### config.mk
export PLATFORM = sky130hd
export DESIGN_NAME = char_lcd_terminal_cursor_core
export DESIGN_NICKNAME = d
export VERILOG_FILES = /design/src/design/clct_pkg.sv /design/src/design/clct_front.sv /design/src/design/clct_queue.sv /design/src/design/clct_back.sv /design/src/design/char_lcd_terminal_cursor_core.sv
export SDC_FILE = /design/constraint.sdc
export NUM_CORES = 1
export LEC_CHECK = 0
export BUFFER_PORTS_ARGS = -buffer_cell sky130_fd_sc_hd__buf_2
export CORE_MARGIN = 3
export CORE_UTILIZATION = 36
export DETAILED_ROUTE_END_ITERATION = 10
export PLACE_DENSITY = 0.49
export RECOVER_POWER = 50
export SLEW_MARGIN = 10
export SYNTH_ARGS = -nofsm -noshare
export SYNTH_HDL_FRONTEND = slang
export SYNTH_HIERARCHICAL = 1
export SYNTH_SLANG_ARGS = --single-unit
### constraint.sdc
create_clock -name clk -period 4.4 [get_ports clk]
set_clock_uncertainty 0.15 [all_clocks]
set_input_delay 0.88 -clock clk [delete_from_list [all_inputs] [get_ports clk]]
set_output_delay 0.88 -clock clk [all_outputs]
set_load 0.02 [all_outputs]
### src/design/clct_pkg.sv
// Shared types and constants for the character LCD terminal cursor block.
// Holds the character codes, controller command bytes and the operation
// descriptor that passes from the front end to the back end.
package clct_pkg;

  // Width of the cursor position; holds 0 .. 2*COLUMNS+1 for COLUMNS up to 20.
  localparam int POS_W = 6;

  // Depth of the operation queue between front and back.
  localparam int QUEUE_DEPTH = 2;

  // Input character codes with a special meaning.
  localparam logic [7:0] CH_BKSP  = 8'h08;
  localparam logic [7:0] CH_LF    = 8'h0A;
  localparam logic [7:0] CH_CLEAR = 8'h0C;
  localparam logic [7:0] CH_CR    = 8'h0D;
  localparam logic [7:0] CH_ESC   = 8'h1B;

  // Controller bytes.
  localparam logic [7:0] CMD_CLEAR      = 8'h01;
  localparam logic [7:0] CMD_SHIFT_LEFT = 8'h10;
  localparam logic [7:0] CMD_SET_CURSOR = 8'h80;
  localparam logic [7:0] LINE_TWO_BASE  = 8'h40;
  localparam logic [7:0] CMD_LINE_TWO   = CMD_SET_CURSOR | LINE_TWO_BASE;
  localparam logic [7:0] SPACE_CHAR     = 8'h20;

  // Register select values.
  localparam logic RS_CMD  = 1'b0;
  localparam logic RS_DATA = 1'b1;

  typedef enum logic [1:0] {
    OP_CLEAR   = 2'd0,
    OP_NEWLINE = 2'd1,
    OP_BKSP    = 2'd2,
    OP_PRINT   = 2'd3
  } op_kind_t;

  // One classified item. scroll means a scroll burst is part of the work;
  // wrap means a move to line two follows a printed character.
  typedef struct packed {
    op_kind_t           kind;
    logic [7:0]         ch;
    logic               scroll;
    logic               wrap;
    logic               far_move;
    logic               wr_en;
    logic [POS_W-1:0]   wr_slot;
  } op_desc_t;

endpackage

### src/design/clct_front.sv
// Front end of the terminal: accepts characters, tracks the cursor and
// classifies each item into an operation descriptor. Depends on clct_pkg.
module clct_front #(
  parameter int COLUMNS = 16
) (
  input  logic                clk,
  input  logic                rst_n,
  input  logic                in_push,
  input  logic [7:0]          in_char_code,
  input  logic                q_full,
  output logic                q_push,
  output clct_pkg::op_desc_t  q_desc
);
  import clct_pkg::*;

  localparam logic [POS_W-1:0] POS_HOME = POS_W'(1);
  localparam logic [POS_W-1:0] POS_END1 = POS_W'(COLUMNS);
  localparam logic [POS_W-1:0] POS_L2   = POS_W'(COLUMNS + 1);
  localparam logic [POS_W-1:0] POS_L2B  = POS_W'(COLUMNS + 2);
  localparam logic [POS_W-1:0] POS_END2 = POS_W'(2 * COLUMNS);
  localparam logic [POS_W-1:0] POS_PAST = POS_W'(2 * COLUMNS + 1);

  logic [POS_W-1:0] pos_r, pos_nxt;
  logic             accept;
  logic             is_op;
  op_desc_t         desc;

  assign accept = in_push && !q_full;

  always_comb begin
    desc         = '0;
    desc.kind    = OP_PRINT;
    desc.ch      = in_char_code;
    is_op        = 1'b1;
    pos_nxt      = pos_r;
    case (in_char_code) inside
      CH_CLEAR: begin
        desc.kind = OP_CLEAR;
        pos_nxt   = POS_HOME;
      end
      CH_LF, CH_CR: begin
        desc.kind   = OP_NEWLINE;
        desc.scroll = (pos_r > POS_END1);
        pos_nxt     = POS_L2;
      end
      CH_BKSP: begin
        desc.kind     = OP_BKSP;
        desc.far_move = (pos_r == POS_L2);
        desc.wr_en    = (pos_r >= POS_L2B) && (pos_r <= POS_PAST);
        desc.wr_slot  = pos_r - POS_L2B;
        pos_nxt       = (pos_r == '0) ? '0 : pos_r - POS_W'(1);
      end
      CH_ESC: begin
        is_op = 1'b0;
      end
      default: begin
        desc.kind    = OP_PRINT;
        desc.wr_en   = (pos_r >= POS_L2) && (pos_r <= POS_END2);
        desc.wr_slot = pos_r - POS_L2;
        desc.wrap    = (pos_r == POS_END1);
        desc.scroll  = (pos_r == POS_END2);
        if (pos_r == POS_END2) begin
          // After the scroll the cursor sits at the start of line two.
          pos_nxt = POS_L2;
        end else if (pos_r < POS_PAST) begin
          pos_nxt = pos_r + POS_W'(1);
        end
      end
    endcase
  end

  always_ff @(posedge clk) begin
    if (!rst_n) begin
      pos_r <= POS_HOME;
    end else if (accept) begin
      pos_r <= pos_nxt;
    end
  end

  assign q_push = accept && is_op;
  assign q_desc = desc;

endmodule

### src/design/clct_queue.sv
// Short operation queue between the front and back ends of the terminal.
// Depends on clct_pkg for the descriptor type and depth.
module clct_queue (
  input  logic                clk,
  input  logic                rst_n,
  input  logic                push,
  input  clct_pkg::op_desc_t  push_data,
  output logic                full,
  input  logic                pop,
  output clct_pkg::op_desc_t  pop_data,
  output logic                empty
);
  import clct_pkg::*;

  localparam int PTR_W = (QUEUE_DEPTH > 1) ? $clog2(QUEUE_DEPTH) : 1;
  localparam int CNT_W = $clog2(QUEUE_DEPTH + 1);
  localparam logic [PTR_W-1:0] PTR_LAST  = PTR_W'(QUEUE_DEPTH - 1);
  localparam logic [CNT_W-1:0] CNT_DEPTH = CNT_W'(QUEUE_DEPTH);

  op_desc_t         entry_r [QUEUE_DEPTH];
  logic [PTR_W-1:0] wr_ptr_r, rd_ptr_r;
  logic [CNT_W-1:0] count_r;

  assign full     = (count_r == CNT_DEPTH);
  assign empty    = (count_r == '0);
  assign pop_data = entry_r[rd_ptr_r];

  always_ff @(posedge clk) begin
    if (push) begin
      entry_r[wr_ptr_r] <= push_data;
    end
  end

  always_ff @(posedge clk) begin
    if (!rst_n) begin
      wr_ptr_r <= '0;
      rd_ptr_r <= '0;
      count_r  <= '0;
    end else begin
      if (push) begin
        wr_ptr_r <= (wr_ptr_r == PTR_LAST) ? '0 : wr_ptr_r + PTR_W'(1);
      end
      if (pop) begin
        rd_ptr_r <= (rd_ptr_r == PTR_LAST) ? '0 : rd_ptr_r + PTR_W'(1);
      end
      case ({push, pop})
        2'b10:   count_r <= count_r + CNT_W'(1);
        2'b01:   count_r <= count_r - CNT_W'(1);
        default: count_r <= count_r;
      endcase
    end
  end

  a_count_bound: assert property (@(posedge clk) disable iff (!rst_n)
    count_r <= CNT_DEPTH)
    else $error("queue count beyond depth");

  a_no_overflow: assert property (@(posedge clk) disable iff (!rst_n)
    push |-> !full)
    else $error("queue push while full");

  a_no_underflow: assert property (@(posedge clk) disable iff (!rst_n)
    pop |-> !empty)
    else $error("queue pop while empty");

endmodule

### src/design/clct_back.sv
// Back end of the terminal: runs each operation as a sequence of controller
// transactions, keeps the copy of line two and holds the output register.
// Depends on clct_pkg.
module clct_back #(
  parameter int COLUMNS = 16
) (
  input  logic                clk,
  input  logic                rst_n,
  input  logic                q_empty,
  input  clct_pkg::op_desc_t  q_desc,
  output logic                q_pop,
  output logic                out_empty,
  input  logic                out_pop,
  output logic [7:0]          out_lcd_byte,
  output logic                out_register_select,
  output logic                out_last_of_burst
);
  import clct_pkg::*;

  localparam int IDX_W = (COLUMNS > 1) ? $clog2(COLUMNS) : 1;
  localparam logic [IDX_W-1:0] LAST_COL = IDX_W'(COLUMNS - 1);
  localparam logic [7:0] CMD_FAR_MOVE = CMD_SET_CURSOR | 8'(COLUMNS - 1);

  typedef enum logic [8:0] {
    ST_IDLE     = 9'b000000001,
    ST_FIRST    = 9'b000000010,
    ST_SPACE    = 9'b000000100,
    ST_MOVE2    = 9'b000001000,
    ST_SC_HOME  = 9'b000010000,
    ST_SC_COPY  = 9'b000100000,
    ST_SC_L2    = 9'b001000000,
    ST_SC_BLANK = 9'b010000000,
    ST_LINE2    = 9'b100000000
  } back_state_t;

  back_state_t      state_r, state_nxt, step_nxt, start_state;
  op_desc_t         cur_r;
  logic [IDX_W-1:0] cnt_r, cnt_nxt, step_cnt;
  logic [7:0]       copy_r [COLUMNS];

  logic             adv;
  logic [7:0]       emit_byte;
  logic             emit_rs;
  logic             emit_last;
  logic             copy_wr;
  logic             copy_clr;
  logic [7:0]       copy_data;
  logic [7:0]       move_byte;

  logic             out_valid_r;
  logic [7:0]       out_byte_r;
  logic             out_rs_r;
  logic             out_last_r;

  assign q_pop     = (state_r == ST_IDLE) && !q_empty;
  assign adv       = (state_r != ST_IDLE) && (!out_valid_r || out_pop);
  assign move_byte = cur_r.far_move ? CMD_FAR_MOVE : CMD_SHIFT_LEFT;

  always_comb begin
    if (q_desc.kind == OP_NEWLINE) begin
      start_state = q_desc.scroll ? ST_SC_HOME : ST_LINE2;
    end else begin
      start_state = ST_FIRST;
    end
  end

  always_comb begin
    step_nxt  = ST_IDLE;
    step_cnt  = cnt_r;
    emit_byte = SPACE_CHAR;
    emit_rs   = RS_DATA;
    emit_last = 1'b0;
    copy_wr   = 1'b0;
    copy_clr  = 1'b0;
    copy_data = SPACE_CHAR;
    case (state_r)
      ST_FIRST: begin
        case (cur_r.kind)
          OP_CLEAR: begin
            emit_byte = CMD_CLEAR;
            emit_rs   = RS_CMD;
            emit_last = 1'b1;
            copy_clr  = 1'b1;
          end
          OP_BKSP: begin
            emit_byte = move_byte;
            emit_rs   = RS_CMD;
            step_nxt  = ST_SPACE;
          end
          OP_PRINT: begin
            emit_byte = cur_r.ch;
            emit_rs   = RS_DATA;
            emit_last = !cur_r.wrap && !cur_r.scroll;
            copy_wr   = cur_r.wr_en;
            copy_data = cur_r.ch;
            if (cur_r.scroll) begin
              step_nxt = ST_SC_HOME;
            end else if (cur_r.wrap) begin
              step_nxt = ST_LINE2;
            end
          end
          default: begin
            emit_last = 1'b1;
          end
        endcase
      end
      ST_SPACE: begin
        step_nxt = ST_MOVE2;
      end
      ST_MOVE2: begin
        emit_byte = move_byte;
        emit_rs   = RS_CMD;
        emit_last = 1'b1;
        copy_wr   = cur_r.wr_en;
      end
      ST_SC_HOME: begin
        emit_byte = CMD_SET_CURSOR;
        emit_rs   = RS_CMD;
        step_cnt  = '0;
        step_nxt  = ST_SC_COPY;
      end
      ST_SC_COPY: begin
        emit_byte = copy_r[cnt_r];
        if (cnt_r == LAST_COL) begin
          step_cnt = '0;
          step_nxt = ST_SC_L2;
        end else begin
          step_cnt = cnt_r + IDX_W'(1);
          step_nxt = ST_SC_COPY;
        end
      end
      ST_SC_L2: begin
        // Every stored character has been sent, so line two starts blank.
        emit_byte = CMD_LINE_TWO;
        emit_rs   = RS_CMD;
        copy_clr  = 1'b1;
        step_nxt  = ST_SC_BLANK;
      end
      ST_SC_BLANK: begin
        if (cnt_r == LAST_COL) begin
          step_cnt = '0;
          step_nxt = ST_LINE2;
        end else begin
          step_cnt = cnt_r + IDX_W'(1);
          step_nxt = ST_SC_BLANK;
        end
      end
      ST_LINE2: begin
        emit_byte = CMD_LINE_TWO;
        emit_rs   = RS_CMD;
        emit_last = 1'b1;
      end
      default: begin
        step_nxt = ST_IDLE;
      end
    endcase
  end

  always_comb begin
    state_nxt = state_r;
    cnt_nxt   = cnt_r;
    if (q_pop) begin
      state_nxt = start_state;
      cnt_nxt   = '0;
    end else if (adv) begin
      state_nxt = step_nxt;
      cnt_nxt   = step_cnt;
    end
  end

  always_ff @(posedge clk) begin
    if (!rst_n) begin
      state_r <= ST_IDLE;
      cnt_r   <= '0;
    end else begin
      state_r <= state_nxt;
      cnt_r   <= cnt_nxt;
    end
  end

  always_ff @(posedge clk) begin
    if (q_pop) begin
      cur_r <= q_desc;
    end
  end

  always_ff @(posedge clk) begin
    if (!rst_n) begin
      for (int i = 0; i < COLUMNS; i++) begin
        copy_r[i] <= SPACE_CHAR;
      end
    end else if (adv && copy_clr) begin
      for (int i = 0; i < COLUMNS; i++) begin
        copy_r[i] <= SPACE_CHAR;
      end
    end else if (adv && copy_wr) begin
      copy_r[cur_r.wr_slot[IDX_W-1:0]] <= copy_data;
    end
  end

  always_ff @(posedge clk) begin
    if (!rst_n) begin
      out_valid_r <= 1'b0;
    end else if (adv) begin
      out_valid_r <= 1'b1;
    end else if (out_pop) begin
      out_valid_r <= 1'b0;
    end
  end

  always_ff @(posedge clk) begin
    if (adv) begin
      out_byte_r <= emit_byte;
      out_rs_r   <= emit_rs;
      out_last_r <= emit_last;
    end
  end

  assign out_empty           = !out_valid_r;
  assign out_lcd_byte        = out_byte_r;
  assign out_register_select = out_rs_r;
  assign out_last_of_burst   = out_last_r;

  a_last_ends_op: assert property (@(posedge clk) disable iff (!rst_n)
    adv && emit_last |=> state_r == ST_IDLE)
    else $error("sequencer kept running after the last transaction");

  a_cnt_in_range: assert property (@(posedge clk) disable iff (!rst_n)
    (state_r == ST_SC_COPY || state_r == ST_SC_BLANK) |-> cnt_r <= LAST_COL)
    else $error("scroll column count out of range");

  a_idle_silent: assert property (@(posedge clk) disable iff (!rst_n)
    state_r == ST_IDLE && !out_valid_r |=> !out_valid_r)
    else $error("transaction produced while idle");

  a_scroll_blanks: assert property (@(posedge clk) disable iff (!rst_n)
    adv && state_r == ST_SC_L2 |=> copy_r[0] == SPACE_CHAR)
    else $error("line two copy not blanked by scroll");

endmodule

### src/design/char_lcd_terminal_cursor_core.sv
// Top level of the character LCD terminal: front end, operation queue and
// back end. Depends on clct_pkg, clct_front, clct_queue and clct_back.
//
//   channel   handshake      payload
//   input     push / full    in_char_code
//   result    empty / pop    out_lcd_byte, out_register_select,
//                            out_last_of_burst
//
// The back end takes an operation from the queue only while idle and then
// sends its transactions one at a time; the longest item, a printed
// character at the end of line two, has the scroll sequencer send
// 2*COLUMNS+4 transactions.
// A stalled result port stops only the back end; the front keeps accepting
// until the queue is full. Escape is accepted and dropped.
// Reset homes the cursor to line one and fills the line two copy with spaces.
module char_lcd_terminal_cursor_core #(
  parameter int COLUMNS = 16
) (
  input  logic       clk,
  input  logic       rst_n,
  input  logic       push,
  output logic       full,
  input  logic [7:0] in_char_code,
  output logic       empty,
  input  logic       pop,
  output logic [7:0] out_lcd_byte,
  output logic       out_register_select,
  output logic       out_last_of_burst
);
  import clct_pkg::*;

  logic     q_push;
  logic     q_full;
  logic     q_pop;
  logic     q_empty;
  op_desc_t q_wdata;
  op_desc_t q_rdata;

  assign full = q_full;

  clct_front #(
    .COLUMNS (COLUMNS)
  ) u_front (
    .clk          (clk),
    .rst_n        (rst_n),
    .in_push      (push),
    .in_char_code (in_char_code),
    .q_full       (q_full),
    .q_push       (q_push),
    .q_desc       (q_wdata)
  );

  clct_queue u_queue (
    .clk       (clk),
    .rst_n     (rst_n),
    .push      (q_push),
    .push_data (q_wdata),
    .full      (q_full),
    .pop       (q_pop),
    .pop_data  (q_rdata),
    .empty     (q_empty)
  );

  clct_back #(
    .COLUMNS (COLUMNS)
  ) u_back (
    .clk                 (clk),
    .rst_n               (rst_n),
    .q_empty             (q_empty),
    .q_desc              (q_rdata),
    .q_pop               (q_pop),
    .out_empty           (empty),
    .out_pop             (pop),
    .out_lcd_byte        (out_lcd_byte),
    .out_register_select (out_register_select),
    .out_last_of_burst   (out_last_of_burst)
  );

endmodule
== Word level (Yosys, flattened, before mapping) ==
Memory sizes are Yosys's and may differ from the RTL's. A register that Yosys moved wholly into a read port is not among the register bits.
Cells that the tools add are included.
Cells by class
  bitwise logic cells: 17
  reduce and logical (&&, ||, !) cells: 33
  $add $sub $neg: 9
  equality and inequality tests: 26
  multiplexer cells: 92
  order comparisons: 6
Operators by type and width (count)
  $mux W8: 20
  $mux W9: 7
  $pmux W9 S6: 1
  $mux W6: 7
  $pmux W8 S5: 1
  $mux W1: 36
  $mux W7: 5
  $eq A8 B4 Y1 const B: 4
  $pmux W8 S3: 1
  $pmux W9 S2: 1
  $mux W4: 4
  $or A1 B1 Y1: 16
  $eq A6 B5 Y1 const B: 2
  $ge A6 B5 Y1 const B: 2
  $le A6 B6 Y1 const B: 2
  $reduce_or A2 Y1: 6
  $sub A6 B5 Y6 const B: 2
  $pmux W1 S2: 5
  $eq A9 B1 Y1 const B: 1
  $eq A9 B2 Y1 const B: 1
  $eq A9 B3 Y1 const B: 1
  $eq A9 B4 Y1 const B: 1
  $eq A9 B5 Y1 const B: 1
  $eq A9 B6 Y1 const B: 1
  other kinds (33): 55
Word-level totals
  output and inout port bits: 12
  memories kept: 2
  register bits: 52
  memory bits (writable): 168
  input bits: 12
Memories
  u_back.copy_r: words 16, width 8, rd ports 1, clocked after Yosys merged registers in 1, write ports 16, line clct_back.sv:39  | logic [7:0] copy_r [COLUMNS];
  u_queue.entry_r: words 2, width 20, rd ports 1, clocked after Yosys merged registers in 1, write ports 1, line clct_queue.sv:20  | op_desc_t entry_r [QUEUE_DEPTH];

== Depth between registers and ports, before layout ==
Gate-level depths: netlist of the first run.
  depth after elaboration: 10
  gate-level depth with buffers: 9

== By module ==
Netlist of the first run, hierarchy kept.
Modules (own cells, without submodules)
  clct_back: sequential area each 5044.8 um^2, times used 1, area each 7825.0 um^2, cells an instance 605
  clct_queue: sequential area each 1301.2 um^2, times used 1, area each 1652.8 um^2, cells an instance 84
  clct_front: sequential area each 120.1 um^2, times used 1, area each 1013.5 um^2, cells an instance 145

== Worst setup path before layout of the first run ==
No wires, ideal clock.
  path type: register to register
  from: register u_back.state_r[5]
  to: register u_queue.count_r[1]
  setup slack: 1.155 ns
  path buffers: 1
  stages on the path, launching flop included: 8
  clock period less this slack: 3.245 ns
  arrival time: 3.025 ns
  cell sequence: dfxtp_1 > buf_2 > nor4_2 > nand3_1 > nor2_1 > ha_1 > or3_1 > a21boi_1
On the way
  word-level cells in the longest chain between the ends: 4
  elaborated cells between the ends (all ways): 6
  those cells by class: eq/ne (3); mux (1); reduce/logical (2)
Ends and longest elaborated chain
  start, declared: line clct_back.sv:36  | back_state_t state_r, state_nxt, step_nxt, start_state;
  start signal, assigned: line clct_back.sv:176  | state_r <= state_nxt;
  $eq A9 B1 Y1 (*): line clct_back.sv:55  | assign q_pop = (state_r == ST_IDLE) && !q_empty;
  $logic_and A1 B1 Y1 (*): line clct_back.sv:55
  via q_pop: line char_lcd_terminal_cursor_core.sv:34  | logic q_pop;
  $eq A2 B1 Y1 or $eq A2 B2 Y1 (tied branches): line clct_queue.sv:46  | case ({push, pop})
  $pmux W2 S2 or $reduce_bool A2 Y1 (tied branches)
  end signal, assigned: line clct_queue.sv:47  | 2'b10: count_r <= count_r + CNT_W'(1);
  end signal, assigned: line clct_queue.sv:48  | 2'b01: count_r <= count_r - CNT_W'(1);
  end signal, assigned: line clct_queue.sv:49  | default: count_r <= count_r;
  end, declared: line clct_queue.sv:22  | logic [CNT_W-1:0] count_r;
Mark *: on every way through the listed nets, which the timed path passes. The rest lies on a longest branch.
A chain may end at the register's enable or synchronous reset.

==> impl_metrics.yaml, run 1 <==
synthesis:
  yosysWarnings: 6
  synthCells: 819
  syn_area_mm2: 0.0103
  synth_nets: 839
  syn_area_per_cell_um2: 12.6
sta:
  rsz0062_at_grt: "false"
  relSlewSlack_pct: 0.0204
  setup_tns_ns: 0
  final-hold-violation-count: 0
  finalMaxSlewViolations: 0
  worst_pin_slew_ns: 1.50
  fin_crit_sh_pct: 83.2
  period_minus_slack_ns: 3.66
  layout_setup_ws_ns: 0.740
  fmax_mhz: 273
  setup_violations: 0
run_status:
  status: "finished, violations left"
  violations: "max-capacitance violations"
cells_and_area:
  drive_above_1_share_pct: 13.1
  multi_input_area_mm2: 0.00356
  antennaDiodeCount: 0
  nets: 838
  areaGrowthSynthToFinish_pct: 11.0
  nFillCells: 2631
  seq_area_mm2: 0.00635
detailed_routing:
  firstDrtPassIters: 5
  routedWlPerCell_um: 21.1
  drc: 0
  ant_nets: 0
  vias: 6615
  wl_mm: 25.7
  drt_iter0_drc: 586
  avgViaCountPerCell: 5.44
floorplanning:
  core_area_mm2: 0.0280
  start_util_pct: 36.8
  die_h_um: 175
  boundaryPins: 24
  fp.dieW_um: 175
  fp.dieArea_mm2: 0.0307
  rows: 61
min_path:
  hp-class: "register to register"
  holdPathStages: 2
setup_path:
  rr_worst_depth: 5
  critical_path_class: "register to register"
  critPathMaxFanout: 24
  arrival_ns: 3.76
  end_kind: "register"
  start_kind: "register"
  worstPathRequired_ns: 4.50
pwr:
  p_per_area_mw_per_mm2: 525
  finalPower_w: 0.00600
  power.leakage_nw: 3.61
  peakVddDrop_uv: 245
cts:
  clock-sinks: 221
  cts_tree: "built"
  cts_resized: 0
  cts_root_buffer: "clkbuf_16"
  path_clk_slew_ns: 0.06
  worstSkewPairLatency_ns: 0.53
  cts_buffers: 25
  htreeDepth: 1
  cts_setup_buffers: 0
  cts_hold_buffers: 0
  cts.path.max_buffers: 3
placement:
  post-place-ws_ns: 1.03
  dp_hpwl_mm: 17.4
  gp_congestion: 0.876
  port_buffers: 23
global_route:
  grt_util_all_layers_pct: 16.5
  grt_pass1_wl_mm: 39.1
  grt_pass1_vias: 6559
  grt-ovfl-total: 0
  antenna_found_initial: 1
  grt_max_degree: 25
run:
  maxCapViolCount: 1
-- layout by cell type, fill, tap and decap left out, types with 8 or more instances in the layout --
master,instances
nor2_1,152
clkbuf_16,25
inv_1,16
edfxtp_1,192
buf_4,8
nand2b_1,13
mux2_2,21
clkbuf_1,29
mux2i_1,8
nand3_1,29
nor3_1,17
nor2b_1,15
a21oi_1,22
o21ai_0,32
ha_1,8
nand2_1,48
mux4_2,32
dfxtp_1,29
-- sequential cells by signal, summed over array words and instances, names as in the netlist, named ones only --
name                        count
u_back/out_register_select      1
u_queue/wr_ptr_r                1
u_back/out_valid_r              1
u_front/pos_r                   6
u_back/state_r                  9
u_back/cnt_r                    4
u_back/copy_r                 128
u_queue/count_r                 2
u_back/out_last_of_burst        1
u_queue/entry_r                36
u_queue/rd_ptr_r                1
u_back/cur_r                   18
u_back/out_lcd_byte             8
-- worst max-delay path, stage by stage, from the launching register on --
cell,delay [ns]
dfxtp_1,1.32
clkbuf_1,0.67
mux4_2,0.63
mux2_2,0.29
o211ai_1,0.19
nand4_1,0.13
-- area by class of cell --
cell class                      instances  area share (%)
Sequential cell                       221            55.5
Multi-Input combinational cell        519            31.1
Inverter                               16           0.525
Clock inverter                         14            1.35
Tap cell                              378            4.14
Timing Repair Buffer                   35            1.44
Clock buffer                           32            5.88
-- through the flow --
| step | utilization (%) | area (µm²) | cells | hold slack [ns] |
|---|---|---|---|---|
| 2_1_floorplan | - | 10300 | 819 | 0.316 |
| 3_3_place_gp | 38.1 | 10700 | 1169 | 0.329 |
| 3_5_place_dp | 38.1 | 10700 | 1169 | 0.363 |
| 4_1_cts | 41.1 | 11500 | 1215 | 0.372 |
| 5_1_grt | 40.8 | 11400 | 1215 | 0.396 |
| 6_report | 40.8 | 11400 | 1215 | 0.377 |
-- final timing paths --
check                                                startpoint                          endpoint  slack [ns]
worst max-delay path                                   register  u_back/out_lcd_byte[7]$_DFFE_PN_        0.74
worst min-delay path            u_queue/count_r[1]$_SDFFE_PN0P_   u_queue/count_r[1]$_SDFFE_PN0P_        0.38
worst min register to register  u_queue/count_r[1]$_SDFFE_PN0P_   u_queue/count_r[1]$_SDFFE_PN0P_        0.38
worst max register to register                         register  u_back/out_lcd_byte[7]$_DFFE_PN_        0.74
-- layer usage --
| metal | vias to the layer above | wire length (µm) | global-route usage [%] |
|---|---|---|---|
| li1 | 3044 | - | - |
| met1 | 3330 | 11500 | 22.6 |
| met2 | 205 | 12400 | 27.7 |
| met3 | 34 | 1360 | 2.82 |
| met4 | 2 | 423 | 3.39 |
| met5 | - | 9 | 0 |
-- power by group --
group | internal (W) | switching, W
logic | 0.000354 | 0.000722
registers | 0.00261 | 0.000227
clock network | 0.00126 | 0.000832
(Power assumes the default switching activity.)
==> inputs of run 2 (changes only) <==
- ABC_AREA: default -> 1
- clock period: 4.4 -> 3.7 ns (I/O delays scaled with it)
==> run 2 against run 1 <==
Compared with the run above: the run ends with max-capacitance violations, max-slew violations left; synthesized area rose by 11%; die area rose by 10%; routed wire length rose by 11%; sequential share of layout area down 3.7 points; global-route usage grew 0.25 points; register-to-register slack got worse by 0.05 ns; final area rose by 7.1%; worst setup slack worse by 0.048 ns.
==> impl_metrics.yaml, run 2 <==
setup_path:
  end_kind: "register"
  cp_slowest_stage_delay_ns: 1.28
  worstPathRequired_ns: 3.74
  arrival_ns: 3.05
  crit_path_cell_trace: "nor2_4 -> nand3_4 -> nor2_1 -> nor2_1 -> nand4_1 -> clkbuf_1 -> nor3_1"
  critical_path.top_delay_family: "buffers and inverters"
  critical_path_class: "register to register"
  start_kind: "register"
  rr_worst_depth: 7
  crit_buf_inv: 1
  cp_common_cell: "nor2_1"
  cp_slowest_cell: "clkbuf_1"
  regToRegStartpoint: "u_back/state_r[7]$_SDFFE_PN0P_"
  timing.rr.end: "u_back/copy_r[6][1]$_SDFFCE_PN0P_"
  critPathMaxFanout: 31
  ff2ff_setup_slack_ns: 0.69
floorplanning:
  start_util_pct: 36.9
  fp.dieW_um: 184
  die_h_um: 184
  boundaryPins: 24
  rows: 64
  core_area_mm2: 0.0309
  fp.dieArea_mm2: 0.0339
cts:
  cts.path.max_buffers: 3
  cts_root_buffer: "clkbuf_16"
  cts_hold_buffers: 0
  htreeDepth: 1
  cts_setup_buffers: 0
  cts_buffers: 25
  worstSkewPairLatency_ns: 0.52
  cts_resized: 0
  path_clk_slew_ns: 0.06
  cts_tree: "built"
  clock-sinks: 221
detailed_routing:
  vias: 8049
  dr_wl_met3_mm: 1.04
  routed.top_layer: "met4"
  route.met2.wl_mm: 13.7
  drc: 0
  firstDrtPassIters: 5
  wl_met1_mm: 13.2
  wl_mm: 28.4
  ant_nets: 0
  routedWlPerCell_um: 18.0
  avgViaCountPerCell: 5.09
  drt_iter0_drc: 585
sta:
  period_minus_slack_ns: 3.01
  setup_violations: 0
  rsz0062_at_grt: "false"
  setup_tns_ns: 0
  relSlewSlack_pct: -18.5
  finalMaxSlewViolations: 32
  fin_crit_sh_pct: 81.3
  fmax_mhz: 332
  worst_pin_slew_ns: 1.78
  layout_setup_ws_ns: 0.692
  final-hold-violation-count: 0
cells_and_area:
  antennaDiodeCount: 0
  drive_above_1_share_pct: 10.2
  reg_top3: "u_back/copy_r x128, u_queue/entry_r x36, u_back/cur_r x18"
  top_register: "u_back/copy_r"
  areaGrowthSynthToFinish_pct: 7.21
  final_util_pct: 39.6
  nets: 1188
  layout.cells.most_common: "nor2_1"
  largest_reg_flops: 128
  most-common-layout-cells: "218 x nor2_1, 202 x nand2_1, 192 x edfxtp_1"
  nFillCells: 3115
placement:
  gp_congestion: 0.837
  dp_hpwl_mm: 18.6
  port_buffers: 23
  post-place-ws_ns: 0.780
pwr:
  p_comb_share_pct: 21.9
  switching_share_pct: 32.6
  p_seq_share_pct: 44.6
  internal-power_w: 0.00503
  power.leakage_nw: 4.43
  peakVddDrop_uv: 312
  p_per_area_mw_per_mm2: 610
  clkPwrFrac_pct: 33.4
  p_sw_w: 0.00243
synthesis:
  yosysWarnings: 6
  synth_nets: 1192
  syn_area_per_cell_um2: 9.74
  syn_area_mm2: 0.0114
  synthCells: 1172
global_route:
  grt_util_all_layers_pct: 16.7
  grt_max_degree: 67
  grt_pass1_wl_mm: 44.4
  antenna_found_initial: 0
  grt-ovfl-total: 0
  grt_pass1_vias: 7746
run_status:
  status: "finished, violations left"
  violations: "max-capacitance violations, max-slew violations"
min_path:
  holdPathStages: 2
  hold_path_startpoint: "u_queue/rd_ptr_r$_SDFFE_PN0P_"
  hp-class: "register to register"
run:
  maxCapViolCount: 1
## run 2: final cells by class
type	count	area (µm²)	share of cell area, %
Clock buffer	30	674	5.51
Clock inverter	15	161	1.32
Inverter	70	263	2.15
Multi-Input combinational cell	807	4070	33.2
Sequential cell	221	6350	51.9
Tap cell	396	495	4.05
Timing Repair Buffer	43	229	1.87
## run 2: power by group through the flow
stage	registers, W	logic (W)	clock network [W]
floorplan	0.00337	0.00131	0
global placement	0.00338	0.00178	0
detailed placement	0.00339	0.00179	0
CTS	0.00333	0.00179	0.00257
global route	0.00337	0.00184	0.00268
finish	0.00333	0.00164	0.00250
## run 2: layer usage
layer  track usage, %  vias to the layer above
li1                 -                     4008
met3             1.82                       32
met4             3.78                        0
met1             23.2                     3850
met5                0                        -
met2             28.4                      159
## run 2: worst register-to-register path, stage by stage (launching register included)
cell and delay, ns:
dfxtp_1 0.38, nor2_4 0.16, nand3_4 0.12, nor2_1 0.14, nor2_1 0.18, nand4_1 0.15, clkbuf_1 1.28, nor3_1 0.13
## run 2: per-stage QoR
step	cell area (µm²)	cells	total power, W	hold slack [ns]
5_1_grt	12200	1582	0.00788	0.378
2_1_floorplan	11400	1172	0.00467	0.316
3_3_place_gp	11800	1537	0.00517	0.326
6_report	12200	1582	0.00747	0.350
4_1_cts	12600	1582	0.00769	0.306
3_5_place_dp	11800	1537	0.00517	0.341
## run 2: how the worst max path moves through the flow
stage / start / slack, ns / to / depth (start not counted)
2_1_floorplan: push / 1.07 / u_queue/entry_r[0][0]$_DFFE_PP_ / 5
3_3_place_gp: rst_n / 0.80 / u_back/copy_r[3][2]$_SDFFCE_PN0P_ / 5
3_5_place_dp: rst_n / 0.78 / u_back/copy_r[3][2]$_SDFFCE_PN0P_ / 5
4_1_cts: u_back/state_r[0]$_SDFFE_PN1P_ / 0.95 / u_back/copy_r[3][5]$_SDFFCE_PN1P_ / 9
5_1_grt: u_back/state_r[7]$_SDFFE_PN0P_ / 0.38 / register / 9
6_report: u_back/state_r[7]$_SDFFE_PN0P_ / 0.69 / u_back/copy_r[6][1]$_SDFFCE_PN0P_ / 7
==> inputs of run 3 (changes only) <==
- PLACE_DENSITY: 0.49 -> 0.5
- clock period: 3.7 -> 2.5 ns (I/O delays scaled with it)
==> run 3 against run 2 <==
Compared with the run above: the flow now finishes without violations; power rose by 45%; first-iteration DRC count rose by 5.3%; global-route usage rose by 0.29 points; sequential share of layout area fell by 0.26 points; routed wire length rose by 2.3%; final area rose by 0.51%; largest cell class unchanged.
==> impl_metrics.yaml, run 3 (synthesis gave the netlist of run 2 again) <==
run_status:
  status: "finished clean"
setup_path:
  cp_common_cell: "nand2_1"
  rr_worst_depth: 10
  end_kind: "register"
  start_kind: "register"
  crit_path_cell_trace: "nor2_1 -> nand3_1 -> nor2_2 -> nand2_1 -> nand2_2 -> nand2_1 -> nor2_4 -> buf_12 -> nand2_1 -> nand2_1"
  critical_path_class: "register to register"
  worstPathRequired_ns: 2.56
  critPathMaxFanout: 19
  crit_buf_inv: 1
  regToRegStartpoint: "u_back/state_r[0]$_SDFFE_PN1P_"
  arrival_ns: 2.42
  cp_slowest_stage_delay_ns: 0.33
  timing.rr.end: "u_back/copy_r[12][5]$_SDFFCE_PN1P_"
  ff2ff_setup_slack_ns: 0.13
  critical_path.top_delay_family: "simple AND/OR/NAND/NOR gates"
  cp_slowest_cell: "dfxtp_1"
global_route:
  grt-ovfl-total: 0
  top_usage_layer: "met2"
  grt_max_degree: 67
  grt_util_all_layers_pct: 17.0
  use_met1_pct: 23.5
  met2_usage_pct: 28.8
  antenna_found_initial: 1
  use_met3_pct: 1.92
  grt_pass1_wl_mm: 44.8
  grt_pass1_vias: 7798
sta:
  setup_violations: 0
  period_minus_slack_ns: 2.37
  fmax_mhz: 423
  fin_crit_sh_pct: 94.7
  final-hold-violation-count: 0
  relSlewSlack_pct: 45.6
  setup_tns_ns: 0
  finalMaxSlewViolations: 0
  rsz0062_at_grt: "false"
  worst_pin_slew_ns: 0.812
  whs_ns: 0.136
cells_and_area:
  top_register: "u_back/copy_r"
  largest_reg_flops: 128
  finalInstanceArea_mm2: 0.0123
  layout.cells.most_common: "nor2_1"
  nets: 1199
  most-common-layout-cells: "218 x nor2_1, 199 x nand2_1, 192 x edfxtp_1"
  areaGrowthSynthToFinish_pct: 7.76
  drive_above_1_share_pct: 11.5
  reg_top3: "u_back/copy_r x128, u_queue/entry_r x36, u_back/cur_r x18"
  antennaDiodeCount: 0
detailed_routing:
  drc: 0
  wl_mm: 29.1
  ant_nets: 0
  firstDrtPassIters: 5
  drt_iter0_drc: 616
  routedWlPerCell_um: 18.3
  vias: 8104
  avgViaCountPerCell: 5.10
pwr:
  power.leakage_nw: 4.41
  peakVddDrop_uv: 530
  p_per_area_mw_per_mm2: 878
min_path:
  holdPathStages: 1
  hold_path_end: "u_queue/entry_r[0][10]$_DFFE_PP_"
  hold_path_startpoint: "in_char_code[0]"
  hp-class: "input port to register"
floorplanning:
  start_util_pct: 36.9
  fp.dieW_um: 184
  die_h_um: 184
  core_area_mm2: 0.0309
  boundaryPins: 24
  fp.dieArea_mm2: 0.0339
  rows: 64
run:
  maxCapViolCount: 0
cts:
  worstSkewPairLatency_ns: 0.54
  cts.path.max_buffers: 3
  cts_root_buffer: "clkbuf_16"
  path_clk_slew_ns: 0.06
  cts_tree: "built"
  clock-sinks: 221
  cts_buffers: 25
  htreeDepth: 1
placement:
  dp_hpwl_mm: 19.1
  gp_congestion: 0.872
  port_buffers: 23
  place_area_mm2: 0.0119
## run 3: changes by cell type in the layout (fill, tap and decap cells not counted), sizes merged
cell      delta
clkinvlp     -3
inv          +2
buf         +14
clkinv       -3
clkbuf       -2
bufinv       -2
## run 3: metal layers
metal,routed length (µm),vias up
met2,13900,184
met1,13300,3867
met4,720,2
met5,13,-
li1,-,4007
met3,1180,44
## run 3: power breakdown
| group | leakage (nW) | total (W) | internal [W] | switching, W |
|---|---|---|---|---|
| Sequential | 2.09 | 0.00489 | 0.00461 | 0.000272 |
| Clock | 0.357 | 0.00337 | 0.00193 | 0.00144 |
| Combinational | 1.96 | 0.00255 | 0.000681 | 0.00187 |
## run 3: layout make-up
| class | count | area, µm² |
|---|---|---|
| Multi-Input combinational cell | 807 | 4110 |
| Sequential cell | 221 | 6350 |
| Clock inverter | 9 | 83.8 |
| Inverter | 70 | 263 |
| Clock buffer | 31 | 648 |
| Timing Repair Buffer | 54 | 353 |
| Tap cell | 396 | 495 |
| Fill cell | 3119 | 18600 |
## run 3: worst max-delay path by stage
stage	startpoint	end	slack [ns]	cells past startpoint
5_1_grt	u_back/state_r[0]$_SDFFE_PN1P_	u_back/copy_r[8][7]$_SDFFCE_PN0P_	0.005	10
2_1_floorplan	u_queue/count_r[0]$_SDFFE_PN0P_	u_queue/entry_r[0][0]$_DFFE_PP_	0.1	5
6_report	u_back/state_r[0]$_SDFFE_PN1P_	u_back/copy_r[12][5]$_SDFFCE_PN1P_	0.13	10
4_1_cts	u_back/state_r[0]$_SDFFE_PN1P_	u_back/copy_r[13][5]$_SDFFCE_PN1P_	0.11	10
3_5_place_dp	u_back/state_r[0]$_SDFFE_PN1P_	u_back/copy_r[13][3]$_SDFFCE_PN0P_	0.11	10
3_3_place_gp	push	u_queue/entry_r[0][3]$_DFFE_PP_	0.19	7
## run 3: through the flow
step / instances / total power [W] / utilization [%] / setup slack [ns]
2_1_floorplan: 1172 / 0.00692 / - / 0.0984
3_3_place_gp: 1548 / 0.00770 / 38.6 / 0.188
3_5_place_dp: 1548 / 0.00771 / 38.6 / 0.113
4_1_cts: 1588 / 0.0111 / 41.0 / 0.109
5_1_grt: 1588 / 0.0114 / 39.8 / 0.00485
6_report: 1588 / 0.0108 / 39.8 / 0.133
## run 3: what timing repair did
item | CTS | global route
setup endpoints to repair | 0 | 24
buffers inserted | 0 | 0
resized for setup | 0 | 3
hold buffers | 0 | 0
